$ cat src/rcf_pkg.sv
// Shared types and constants for the rectangle and circle fill engine.
package rcf_pkg;

  // Command codes carried in the input tuser field.
  typedef enum logic [1:0] {
    FUNC_RECT   = 2'd0,
    FUNC_CIRCLE = 2'd1,
    FUNC_STEP   = 2'd2,
    FUNC_STEP_X = 2'd3
  } func_e;

  // Configuration register indexes.
  localparam logic [2:0] REG_FRAME_BASE    = 3'd0;
  localparam logic [2:0] REG_ROW_PITCH     = 3'd1;
  localparam logic [2:0] REG_SCREEN_WIDTH  = 3'd2;
  localparam logic [2:0] REG_SCREEN_HEIGHT = 3'd3;
  localparam logic [2:0] REG_PIXEL_FORMAT  = 3'd4;

  localparam int unsigned ADDR_W  = 48;
  localparam int unsigned DATA_W  = 32;
  localparam int unsigned BE_W    = 4;
  localparam int unsigned SCR_W   = 13;
  localparam int unsigned PITCH_W = 16;
  localparam int unsigned RAD_W   = 15;
  localparam int unsigned OFS_W   = 16;
  localparam int unsigned RSQ_W   = 30;

  localparam logic       FMT_32BPP = 1'b0;
  localparam logic [3:0] BE_32BPP  = 4'hF;
  localparam logic [3:0] BE_24BPP  = 4'h7;

  // One scan position handed from the scan stage to the pixel stage.
  typedef struct packed {
    logic                     cand;    // busy step: position may be written
    logic                     done;    // shape finished or empty, or engine idle
    logic                     circle;
    logic [SCR_W-1:0]         col;
    logic [SCR_W-1:0]         row;
    logic signed [OFS_W-1:0]  dx;
    logic signed [OFS_W-1:0]  dy;
    logic [RSQ_W-1:0]         rsq;
    logic [DATA_W-1:0]        color;
  } job_t;

  // Configuration seen by the pixel stage.
  typedef struct packed {
    logic [ADDR_W-1:0]  base;
    logic [PITCH_W-1:0] pitch;
    logic               fmt;
  } pix_cfg_t;

  // One result item.
  typedef struct packed {
    logic              we;
    logic [ADDR_W-1:0] addr;
    logic [DATA_W-1:0] data;
    logic [BE_W-1:0]   be;
    logic              done;
  } result_t;

endpackage

$ cat src/rcf_pixel_calc.sv
// Pixel stage logic: circle membership test and framebuffer address.
module rcf_pixel_calc (
  input  rcf_pkg::job_t     job_i,
  input  rcf_pkg::pix_cfg_t cfg_i,
  output rcf_pkg::result_t  res_o
);
  import rcf_pkg::*;

  logic signed [31:0] dx_sq;
  logic signed [31:0] dy_sq;
  logic [31:0]        dist_sq;
  logic               keep;
  logic [28:0]        row_ofs;
  logic [SCR_W+1:0]   col_ofs;
  logic [ADDR_W-1:0]  addr;

  // Offsets are bounded by the radius, so each square fits in 31 bits.
  assign dx_sq   = {{(32-OFS_W){job_i.dx[OFS_W-1]}}, job_i.dx}
                 * {{(32-OFS_W){job_i.dx[OFS_W-1]}}, job_i.dx};
  assign dy_sq   = {{(32-OFS_W){job_i.dy[OFS_W-1]}}, job_i.dy}
                 * {{(32-OFS_W){job_i.dy[OFS_W-1]}}, job_i.dy};
  assign dist_sq = {1'b0, dx_sq[30:0]} + {1'b0, dy_sq[30:0]};
  assign keep    = job_i.cand && (!job_i.circle || (dist_sq <= {2'b00, job_i.rsq}));

  // base + row * pitch + col * bytes per pixel
  assign row_ofs = {16'd0, job_i.row} * {13'd0, cfg_i.pitch};
  assign col_ofs = (cfg_i.fmt == FMT_32BPP) ? {job_i.col, 2'b00}
                                            : ({1'b0, job_i.col, 1'b0} + {2'b00, job_i.col});
  assign addr    = cfg_i.base + {{(ADDR_W-29){1'b0}}, row_ofs}
                                + {{(ADDR_W-SCR_W-2){1'b0}}, col_ofs};

  always_comb begin
    res_o      = '0;
    res_o.done = job_i.done;
    if (keep) begin
      res_o.we   = 1'b1;
      res_o.addr = addr;
      if (cfg_i.fmt == FMT_32BPP) begin
        res_o.data = job_i.color;
        res_o.be   = BE_32BPP;
      end else begin
        res_o.data = {8'h00, job_i.color[23:0]};
        res_o.be   = BE_24BPP;
      end
    end
  end

endmodule

$ cat src/rect_circle_fill_engine.sv
// Top level of the rectangle and circle fill engine: scan state and handshakes.
//
// Usage: a start item (tuser func = rectangle or circle) loads the shape and its
// color and clips its bounding box to the screen; each step item then visits one
// position of that box, row by row, left to right. Every input item gives exactly
// one result item. A kept pixel gives a write (m_axis_tuser = 1) with byte
// address, data and byte enables in m_axis_tdata; m_axis_tlast flags the last
// position of a shape, an empty shape or a step while idle.
// Configuration goes through the cfg channel, always ready: frame base, row
// pitch, screen width and height, pixel format. The user must write it only
// while no item is in flight; the block does not enforce this. Items pass the
// scan register, then the result register. Throughput is one item per cycle
// unless the receiver stalls, set by the scan position update, which completes
// in the cycle an item is accepted. When the receiver stalls, the result
// register holds and the scan register fills; input ready drops only once both
// are occupied. Reset clears the engine to idle and the registers to their
// defaults: base 0, pitch 4096, 1024 by 768 pixels, 32 bits per pixel.
module rect_circle_fill_engine #(
  parameter int unsigned COORD_BITS = 16
) (
  input  logic                   clk_i,
  input  logic                   rst_ni,
  // input items
  input  logic                   s_axis_tvalid,
  output logic                   s_axis_tready,
  // pos_x, pos_y, size_w, size_h, radius, color (low to high)
  input  logic [((2*COORD_BITS+79+7)/8)*8-1:0] s_axis_tdata,
  // func
  input  logic [1:0]             s_axis_tuser,
  // result items
  output logic                   m_axis_tvalid,
  input  logic                   m_axis_tready,
  // write_address, write_data, byte_enables (low to high)
  output logic [87:0]            m_axis_tdata,
  // write_enable
  output logic                   m_axis_tuser,
  // done_res
  output logic                   m_axis_tlast,
  // configuration writes
  input  logic                   cfg_valid_i,
  output logic                   cfg_ready_o,
  input  logic [2:0]             cfg_index_i,
  input  logic [47:0]            cfg_data_i
);
  import rcf_pkg::*;

  localparam int unsigned CB    = COORD_BITS;
  localparam int unsigned EW    = ((CB > 16) ? CB : 16) + 2;
  localparam int unsigned IN_W  = ((2*CB+79+7)/8)*8;
  localparam int unsigned PAD_W = IN_W - (2*CB+79);

  // ---------------- configuration registers ----------------
  logic [ADDR_W-1:0]  base_q;
  logic [PITCH_W-1:0] pitch_q;
  logic [SCR_W-1:0]   scr_w_q, scr_h_q;
  logic               fmt_q;

  assign cfg_ready_o = 1'b1;

  always_ff @(posedge clk_i or negedge rst_ni) begin
    if (!rst_ni) begin
      base_q  <= '0;
      pitch_q <= 16'd4096;
      scr_w_q <= 13'd1024;
      scr_h_q <= 13'd768;
      fmt_q   <= FMT_32BPP;
    end else if (cfg_valid_i) begin
      unique case (cfg_index_i)
        REG_FRAME_BASE:    base_q  <= cfg_data_i;
        REG_ROW_PITCH:     pitch_q <= cfg_data_i[PITCH_W-1:0];
        REG_SCREEN_WIDTH:  scr_w_q <= cfg_data_i[SCR_W-1:0];
        REG_SCREEN_HEIGHT: scr_h_q <= cfg_data_i[SCR_W-1:0];
        REG_PIXEL_FORMAT:  fmt_q   <= cfg_data_i[0];
        default: ;
      endcase
    end
  end

  // ---------------- input unpacking ----------------
  logic signed [CB-1:0] pos_x, pos_y;
  logic [15:0]          size_w, size_h;
  logic [RAD_W-1:0]     radius;
  logic [DATA_W-1:0]    color;
  logic [PAD_W:0]       pad_unused;
  func_e                func;

  assign pos_x      = s_axis_tdata[CB-1:0];
  assign pos_y      = s_axis_tdata[2*CB-1:CB];
  assign size_w     = s_axis_tdata[2*CB+15:2*CB];
  assign size_h     = s_axis_tdata[2*CB+31:2*CB+16];
  assign radius     = s_axis_tdata[2*CB+46:2*CB+32];
  assign color      = s_axis_tdata[2*CB+78:2*CB+47];
  assign pad_unused = {1'b0, s_axis_tdata[IN_W-1:2*CB+79]};
  assign func       = func_e'(s_axis_tuser);

  // ---------------- pipeline handshake ----------------
  logic job_vld_q, res_vld_q;
  logic out_free, accept;

  assign out_free      = !res_vld_q || m_axis_tready;
  assign s_axis_tready = !job_vld_q || out_free;
  assign accept        = s_axis_tvalid && s_axis_tready;

  // ---------------- start: clip the bounding box ----------------
  logic signed [EW-1:0] px_e, py_e, r_e;
  logic signed [EW-1:0] lo_x, hi_x, lo_y, hi_y;
  logic signed [EW-1:0] c0, c1, r0, r1, sw_e, sh_e;
  logic                 box_ok;
  logic                 is_start, is_circle;
  logic [29:0]          rsq_new;

  assign is_start  = (func == FUNC_RECT) || (func == FUNC_CIRCLE);
  assign is_circle = (func == FUNC_CIRCLE);
  assign px_e      = {{(EW-CB){pos_x[CB-1]}}, pos_x};
  assign py_e      = {{(EW-CB){pos_y[CB-1]}}, pos_y};
  assign r_e       = {{(EW-RAD_W){1'b0}}, radius};
  assign sw_e      = {{(EW-SCR_W){1'b0}}, scr_w_q};
  assign sh_e      = {{(EW-SCR_W){1'b0}}, scr_h_q};
  assign rsq_new   = {15'd0, radius} * {15'd0, radius};

  always_comb begin
    if (is_circle) begin
      lo_x = px_e - r_e;
      hi_x = px_e + r_e + EW'(1);
      lo_y = py_e - r_e;
      hi_y = py_e + r_e + EW'(1);
    end else begin
      lo_x = px_e;
      hi_x = px_e + {{(EW-16){1'b0}}, size_w};
      lo_y = py_e;
      hi_y = py_e + {{(EW-16){1'b0}}, size_h};
    end
    c0     = (lo_x < 0) ? '0 : lo_x;
    r0     = (lo_y < 0) ? '0 : lo_y;
    c1     = (hi_x > sw_e) ? sw_e : hi_x;
    r1     = (hi_y > sh_e) ? sh_e : hi_y;
    box_ok = (c0 < c1) && (r0 < r1);
  end

  // ---------------- scan state ----------------
  logic                 busy_q, busy_d;
  logic                 circ_q, circ_d;
  logic [SCR_W-1:0]     col_q, col_d, row_q, row_d;
  logic [SCR_W-1:0]     first_q, first_d, end_c_q, end_c_d, end_r_q, end_r_d;
  logic signed [CB-1:0] cx_q, cx_d, cy_q, cy_d;
  logic [RSQ_W-1:0]     rsq_q, rsq_d;
  logic [DATA_W-1:0]    fill_q, fill_d;
  logic [SCR_W:0]       col_inc, row_inc;
  logic signed [EW-1:0] dx_full, dy_full;
  job_t                 job_q, job_d;

  assign col_inc = {1'b0, col_q} + 14'd1;
  assign row_inc = {1'b0, row_q} + 14'd1;
  assign dx_full = {{(EW-SCR_W){1'b0}}, col_q} - {{(EW-CB){cx_q[CB-1]}}, cx_q};
  assign dy_full = {{(EW-SCR_W){1'b0}}, row_q} - {{(EW-CB){cy_q[CB-1]}}, cy_q};

  always_comb begin
    busy_d  = busy_q;
    circ_d  = circ_q;
    col_d   = col_q;
    row_d   = row_q;
    first_d = first_q;
    end_c_d = end_c_q;
    end_r_d = end_r_q;
    cx_d    = cx_q;
    cy_d    = cy_q;
    rsq_d   = rsq_q;
    fill_d  = fill_q;
    job_d        = '0;
    job_d.circle = circ_q;
    job_d.col    = col_q;
    job_d.row    = row_q;
    job_d.dx     = dx_full[OFS_W-1:0];
    job_d.dy     = dy_full[OFS_W-1:0];
    job_d.rsq    = rsq_q;
    job_d.color  = fill_q;
    if (is_start) begin
      // load the shape; the box registers change only when it is not empty
      circ_d     = is_circle;
      fill_d     = color;
      cx_d       = pos_x;
      cy_d       = pos_y;
      rsq_d      = is_circle ? rsq_new : '0;
      busy_d     = box_ok;
      job_d.done = !box_ok;
      if (box_ok) begin
        first_d = c0[SCR_W-1:0];
        col_d   = c0[SCR_W-1:0];
        row_d   = r0[SCR_W-1:0];
        end_c_d = c1[SCR_W-1:0];
        end_r_d = r1[SCR_W-1:0];
      end
    end else if (!busy_q) begin
      job_d.done = 1'b1;
    end else begin
      // step: hand this position on, then move to the next one
      job_d.cand = 1'b1;
      if (col_inc < {1'b0, end_c_q}) begin
        col_d = col_inc[SCR_W-1:0];
      end else if (row_inc < {1'b0, end_r_q}) begin
        col_d = first_q;
        row_d = row_inc[SCR_W-1:0];
      end else begin
        busy_d     = 1'b0;
        job_d.done = 1'b1;
      end
    end
  end

  always_ff @(posedge clk_i or negedge rst_ni) begin
    if (!rst_ni) begin
      busy_q  <= 1'b0;
      circ_q  <= 1'b0;
      col_q   <= '0;
      row_q   <= '0;
      first_q <= '0;
      end_c_q <= '0;
      end_r_q <= '0;
      cx_q    <= '0;
      cy_q    <= '0;
      rsq_q   <= '0;
      fill_q  <= '0;
    end else if (accept) begin
      busy_q  <= busy_d;
      circ_q  <= circ_d;
      col_q   <= col_d;
      row_q   <= row_d;
      first_q <= first_d;
      end_c_q <= end_c_d;
      end_r_q <= end_r_d;
      cx_q    <= cx_d;
      cy_q    <= cy_d;
      rsq_q   <= rsq_d;
      fill_q  <= fill_d;
    end
  end

  // ---------------- scan register ----------------
  always_ff @(posedge clk_i or negedge rst_ni) begin
    if (!rst_ni) begin
      job_vld_q <= 1'b0;
    end else if (s_axis_tready) begin
      job_vld_q <= accept;
    end
  end

  always_ff @(posedge clk_i) begin
    if (accept) begin
      job_q <= job_d;
    end
  end

  // ---------------- pixel stage and result register ----------------
  pix_cfg_t pix_cfg;
  result_t  res_d, res_q;

  assign pix_cfg.base  = base_q;
  assign pix_cfg.pitch = pitch_q;
  assign pix_cfg.fmt   = fmt_q;

  rcf_pixel_calc u_pixel (
    .job_i (job_q),
    .cfg_i (pix_cfg),
    .res_o (res_d)
  );

  always_ff @(posedge clk_i or negedge rst_ni) begin
    if (!rst_ni) begin
      res_vld_q <= 1'b0;
    end else if (out_free) begin
      res_vld_q <= job_vld_q;
    end
  end

  always_ff @(posedge clk_i) begin
    if (out_free && job_vld_q) begin
      res_q <= res_d;
    end
  end

  // Pad bits of the input bus carry nothing.
  assign m_axis_tvalid = res_vld_q;
  assign m_axis_tdata  = {4'h0, res_q.be, res_q.data, res_q.addr}
                         | {87'd0, &pad_unused & 1'b0};
  assign m_axis_tuser  = res_q.we;
  assign m_axis_tlast  = res_q.done;

endmodule

$ cat config.mk
export PLATFORM = sky130hd
export DESIGN_NAME = rect_circle_fill_engine
export DESIGN_NICKNAME = d
export VERILOG_FILES = /design/src/rcf_pkg.sv /design/src/rcf_pixel_calc.sv /design/src/rect_circle_fill_engine.sv
export SDC_FILE = /design/constraint.sdc
export NUM_CORES = 2
export LEC_CHECK = 0
export ABC_CLOCK_PERIOD_IN_PS = 13900
export BUFFER_PORTS_ARGS = -buffer_cell sky130_fd_sc_hd__buf_4
export CAP_MARGIN = 20
export CORE_MARGIN = 1.5
export CORE_UTILIZATION = 56
export CTS_CLUSTER_SIZE = 28
export DETAILED_ROUTE_END_ITERATION = 8
export PLACE_DENSITY_LB_ADDON = 0.2
export SETUP_SLACK_MARGIN = 0.3
export SYNTH_ARGS = -nofsm -noshare
export SYNTH_HDL_FRONTEND = slang
export SYNTH_HIERARCHICAL = 1
export SYNTH_SLANG_ARGS = --single-unit
$ cat constraint.sdc
create_clock -name clk_i -period 13.9 [get_ports clk_i]
set_input_delay 0.695 -clock clk_i [delete_from_list [all_inputs] [get_ports clk_i]]
set_output_delay 0.695 -clock clk_i [all_outputs]
set_load 0.03 [all_outputs]
Word-level counts from Yosys, hierarchy flattened
Index checks and enable logic that the tools add are counted.

storage, ports and cells
  register bits after elaboration = 463
  input port bits = 170
  output and inout bits = 93
  word-level logic and storage cells = 128

operators by class
  add/subtract/negate cells = 16
  $mul = 4
  order comparisons = 9
  equality and inequality tests = 7
  mux-type cells = 31
  bitwise logic cells = 1
  reductions and logical operators = 27

operators by type and width
  cell                   number
  $mux 18                8
  $mux 13                10
  $mux 85                1
  $mul 16x16->31         2
  $add 48x15->48         1
  $add 48x29->48         1
  $add 16x17->18         2
  $add 17x2->18 const B  2
  $gt 18x14->1           2
  $lt 18x1->1 const B    2
  $lt 18x18->1           2
  $mux 36                1
  $add 16x16->17         2
  $sub 16x16->17         2
  $add 31x31->32         1
  $le 32x30->1           1
  $sub 14x16->16         2
  $mul 15x15->30         1
  $mux 30                1
  $mul 13x16->29         1
  $add 13x1->14 const B  2
  $lt 14x13->1           2
  $add 14x13->15         1
  $mux 15                1
  other kinds (19)       44

Depth between registers and ports, before layout
  depth after elaboration = 9
  depth in mapped cells = 46
  mapped depth without buffers = 42

By module
Netlist, hierarchy kept.

modules (own cells, without submodules)
  module                   times used  cells each  area each (µm²)
  rect_circle_fill_engine  1           2853        30855.8
  rcf_pixel_calc           1           3357        29011.6

Worst setup path before layout
OpenSTA, ideal clock, no wires.

  kind = register to register
  from = register job_q[63] in the netlist's numbering
  to = register res_q (netlist bit m_axis_tdata[80]) (data pin)
  data arrival time = 9.469 ns
  required time = 13.649 ns
  setup slack = 4.180 ns
  stages on the path, launching flop included = 44
  period minus slack after synthesis = 9.720 ns
  path through = edfxtp_1 -> clkbuf_1 -> clkbuf_1 -> nand2_1 -> fa_1 -> fa_1 -> fa_1 -> inv_1 -> fa_1 -> fa_1 -> inv_1 -> fa_1 -> inv_1 -> ha_1 -> and3_1 -> nand3_1 -> o211a_1 -> a31oi_1 -> (+8 left out) -> a21o_1 -> a21oi_1 -> o31ai_1 -> a2111oi_1 -> o31ai_1 -> or4_1 -> nand3_1 -> ha_1 -> nand3_1 -> nor3_1 -> o41ai_1 -> a32o_1 -> a31oi_1 -> or3b_1 -> buf_6 -> clkbuf_1 -> inv_1 -> buf_4

on the way
  longest elaborated chain between the ends = 5

ends and longest elaborated chain
  element                   RTL line                        text
  start: declaration        rect_circle_fill_engine.sv:150  job_t job_q, job_d;
  start signal: assignment  rect_circle_fill_engine.sv:249  job_q <= job_d;
  $mul 16x16->31            rcf_pixel_calc.sv:21            * {{(32-OFS_W){job_i.dy[OFS_W-1]}}, job_i.dy};
  $add 31x31->32            rcf_pixel_calc.sv:22            assign dist_sq = {1'b0, dx_sq[30:0]} + {1'b0, dy_sq[30:0]};
  $le 32x30->1              rcf_pixel_calc.sv:23            assign keep = job_i.cand && (!job_i.circle || (dist_sq <= {2'b00, job_i.rsq}));
  $logic_or 1x1->1          rcf_pixel_calc.sv:23
  $logic_and 1x1->1         rcf_pixel_calc.sv:23
  net u_pixel.keep          rcf_pixel_calc.sv:12            logic keep;
  end signal: assignment    rect_circle_fill_engine.sv:277  res_q <= res_d;
  end: declaration          rect_circle_fill_engine.sv:255  result_t res_d, res_q;

The timed path passes the listed nets, and every way through them passes these cells.
A chain may end at the register's enable or synchronous reset.

Final worst setup path
  from = register job_q[77] in the netlist's numbering
  to = register res_q (netlist bit m_axis_tdata[78]) (data pin)

on the way
  longest elaborated chain between the ends = 7

ends and longest elaborated chain
  element                           RTL line
  $mul 16x16->31                    rcf_pixel_calc.sv:21
  $add 31x31->32                    rcf_pixel_calc.sv:22
  $le 32x30->1                      rcf_pixel_calc.sv:23
  $logic_or 1x1->1                  rcf_pixel_calc.sv:23
  $logic_and 1x1->1                 rcf_pixel_calc.sv:23
  $not 1->1 (no source line)        n/a
  $reduce_or 2->1 (no source line)  n/a

Every way passes these cells.

==> results.md <==
* Crit path required time at 14340 ps
* PortBufs at 256
* Layout area overhead at 8.437%
* Ant. Diodes at 0
* Critical Path End Type: flip-flop
* RSZ-0062 raised after global routing: no
* First-pass GRT wire length at 237.7 mm
* Hold buffers post-CTS at 0
* Final period util at 82.41%
* Final Skew at 30.95 ps
* Period minus WS final at 11460 ps
* Nets at 7972
* Die Span Y at 330.0 um
* Post-synthesis cell count at 6210
* Reg clk slew, reported paths at 60 ps
* Cts repair resizes at 0
* Worst Setup Start Kind: flip-flop
* Largest family of logic cells by synthesized area: adder cells
* Site Rows at 119
* Clock tree buffer depth at 3
* CTS H-Tree Depth at 2
* R2R depth at 35
* Post-synthesis mux area share at 4.677%
* Fin Setup TNS at 0 ps
* Final instance area at 0.06492 mm^2
* Layout cells sized above 1 at 9.545%
* Avg Inst Size Synth at 9.640 um^2
* Max Transition Viols Final at 0
* TritonCTS Buffers at 51
* Area of the die at 0.1089 mm^2
* Wire per inst at 18.81 um
* Commonest non-fill, non-tap cell in the layout: inv_1
* Final Hold Viols at 0
* Clk_lat worst skew at 620 ps
* Ys Warns at 6
* Commonest non-fill, non-tap cells in the layout: inv_1, fa_1, ha_1
* DR vias at 43453
* Part of the Yosys area used for sequential elements at 21.02%
* Synth top area cells: fa_1, ha_1, edfxtp_1, dfrtp_1, inv_1
* Slew margin rel. at 23.24%
* TritonCTS clock tree: built
* Largest net degree at the start of global routing at 71
* Post-synthesis compound-gate area fraction at 9.346%
* Top_reg_cell synth: dfrtp_1
* Max incr delay on CP at 700 ps
* Post-Syn Area at 0.05987 mm^2
* Top-area cell type share of the netlist area at 26.89%
* Asr flop ratio synth at 54.88%
* Starting Density at 56.63%
* Adder-Cell Fraction of Synth Area at 40.03%
* Residual DRC count at 0
* Post-synth EDFFs at 208
* Post-CTS setup buffers at 0
* Worst hold slack at 2.843 ps
* Placed instance area at 0.06306 mm^2
* Crit path DAT at 11890 ps
* Kind of critical path: reg2reg
* Global Route Usage Sum at 27.74%
* Initial DRC count at 2860
* Slew @ Worst Pin at 1151 ps
* Synth area leader: fa_1
* Fillers at 8990
* F_max at 87.30 MHz
* Vias in the first global route at 44840
* Max-cap violations at 0
* Die W at 330.0 um
* TritonCTS Sinks at 461
* Post-Synth Simple-Gate Area at 11.67%
* Crit Path Max Fanout at 42
* HPWL after DPL at 116.9 mm
* Core Area at 0.1057 mm^2
* Routability cong. at 0.9400
* ANT nets after route at 0
* Root buffer cell: clkbuf_16
* Hold Crit Class: in2async
* GR Overflow Total at 0
* Synth cell types at 96
* Final Setup Violations at 0
* IO Count at 263
* Vias per cell at 5.569
* Post-Route WL at 146.8 mm
* Status: complete, no violations
* 1st-pass router iterations at 7
* Slowest-stage cell, CP: edfxtp_1
* Post-synthesis xor/xnor area fraction at 4.199%
* Final Util at 61.41%
* #FFs+latches synth at 461
* Antenna violations before repair at 2
[worst paths after layout]
path	startpoint	end	slack [ps]
min in group clk_i	s_axis_tvalid	job_vld_q	280
max	job_q[77]	m_axis_tdata[78]	2440
min reg2reg	fill_q[23]	job_q[23]	440
min	rst_ni	fill_q[10]	3
max reg2reg	job_q[77]	m_axis_tdata[78]	2440
max in group asynchronous	rst_ni	base_q[22]	11800
[layer usage]
metal	routed length [um]	GRT usage, %	vias to the layer above	part of all wire (%)
li1	-	-	20286	-
met1	63180	38.04	21686	43
met2	70370	46.26	1222	48
met3	8067	2.955	259	5.5
met4	5149	8.975	0	3.5
met5	0	0	-	0
[layout make-up]
class	instances	area (um^2)	share of cell area, %
inverters	1229	4616	7.110
repair buffers	290	2201	3.390
well taps	1391	1740	2.681
flip-flops and latches	461	12580	19.38
clock buffers	67	1460	2.249
clock inverters	29	371.6	0.5724
multi-input cells	4336	41950	64.62
[per-stage QoR]
step / setup WS, ps / std cells
3_3_place_gp: 2661 / 7705
6_report: 2445 / 7803
5_1_grt: 1660 / 7803
3_5_place_dp: 2508 / 7705
4_1_cts: 2482 / 7801
2_1_floorplan: 4180 / 6214
[sequential cells by signal, indices dropped and copies added, names as in the netlist, 13 cells and up]
| register | flops |
|---|---|
| base_q | 48 |
| col_q | 13 |
| cx_q | 16 |
| cy_q | 16 |
| end_c_q | 13 |
| end_r_q | 13 |
| fill_q | 32 |
| first_q | 13 |
| job_q | 122 |
| m_axis_tdata | 84 |
| pitch_q | 16 |
| row_q | 13 |
| rsq_q | 29 |
| scr_h_q | 13 |
| scr_w_q | 13 |
[critical path, delay by kind of cell (launching register included)]
kind,cells,cell delay [ps]
AOI/OAI and AO/OA,10,2510
adders and majority gates,9,4200
DFF,1,700
and+or+nand+nor,8,2160
xor gates and xnor gates,1,190
buffers and inverters,7,1400
[synth_stat cells (all sizes together), types with 7 or more instances]
| master | n |
|---|---|
| inv | 1226 |
| fa | 804 |
| ha | 629 |
| nand2 | 548 |
| nor2 | 398 |
| dfrtp | 249 |
| a21oi | 234 |
| xnor2 | 209 |
| edfxtp | 208 |
| o21ai | 194 |
| mux2 | 182 |
| and2 | 150 |
| clkbuf | 148 |
| a21o | 100 |
| nor2b | 86 |
| xor2 | 78 |
| mux2i | 75 |
| nand3 | 65 |
| nor3 | 57 |
| nand2b | 55 |
| o21a | 43 |
| a211oi | 41 |
| buf | 40 |
| nand4 | 36 |
| a22o | 23 |
| o21bai | 22 |
| a21boi | 21 |
| o31ai | 19 |
| a31oi | 18 |
| nor4 | 17 |
| o211ai | 17 |
| and3 | 16 |
| or2 | 16 |
| or3 | 16 |
| a31o | 14 |
| nor3b | 14 |
| o2111ai | 8 |
| o41ai | 8 |
| a211o | 7 |
| a32o | 7 |
| nor4b | 7 |
| o22ai | 7 |
[cell families (layout without fill, tap and decap cells)]
family / after synthesis / after routing
simple gates: 1501 / 1501
fa+ha+maj: 1433 / 1433
buf+inv: 1417 / 1615
compound gates: 852 / 852
flops: 461 / 461
xor+xnor: 287 / 287
mux: 257 / 257
other cells: 2 / 6
Power is left out: the tool's default activity adds up to more than one toggle a clock period on the data nets, which glitch-free logic cannot reach.
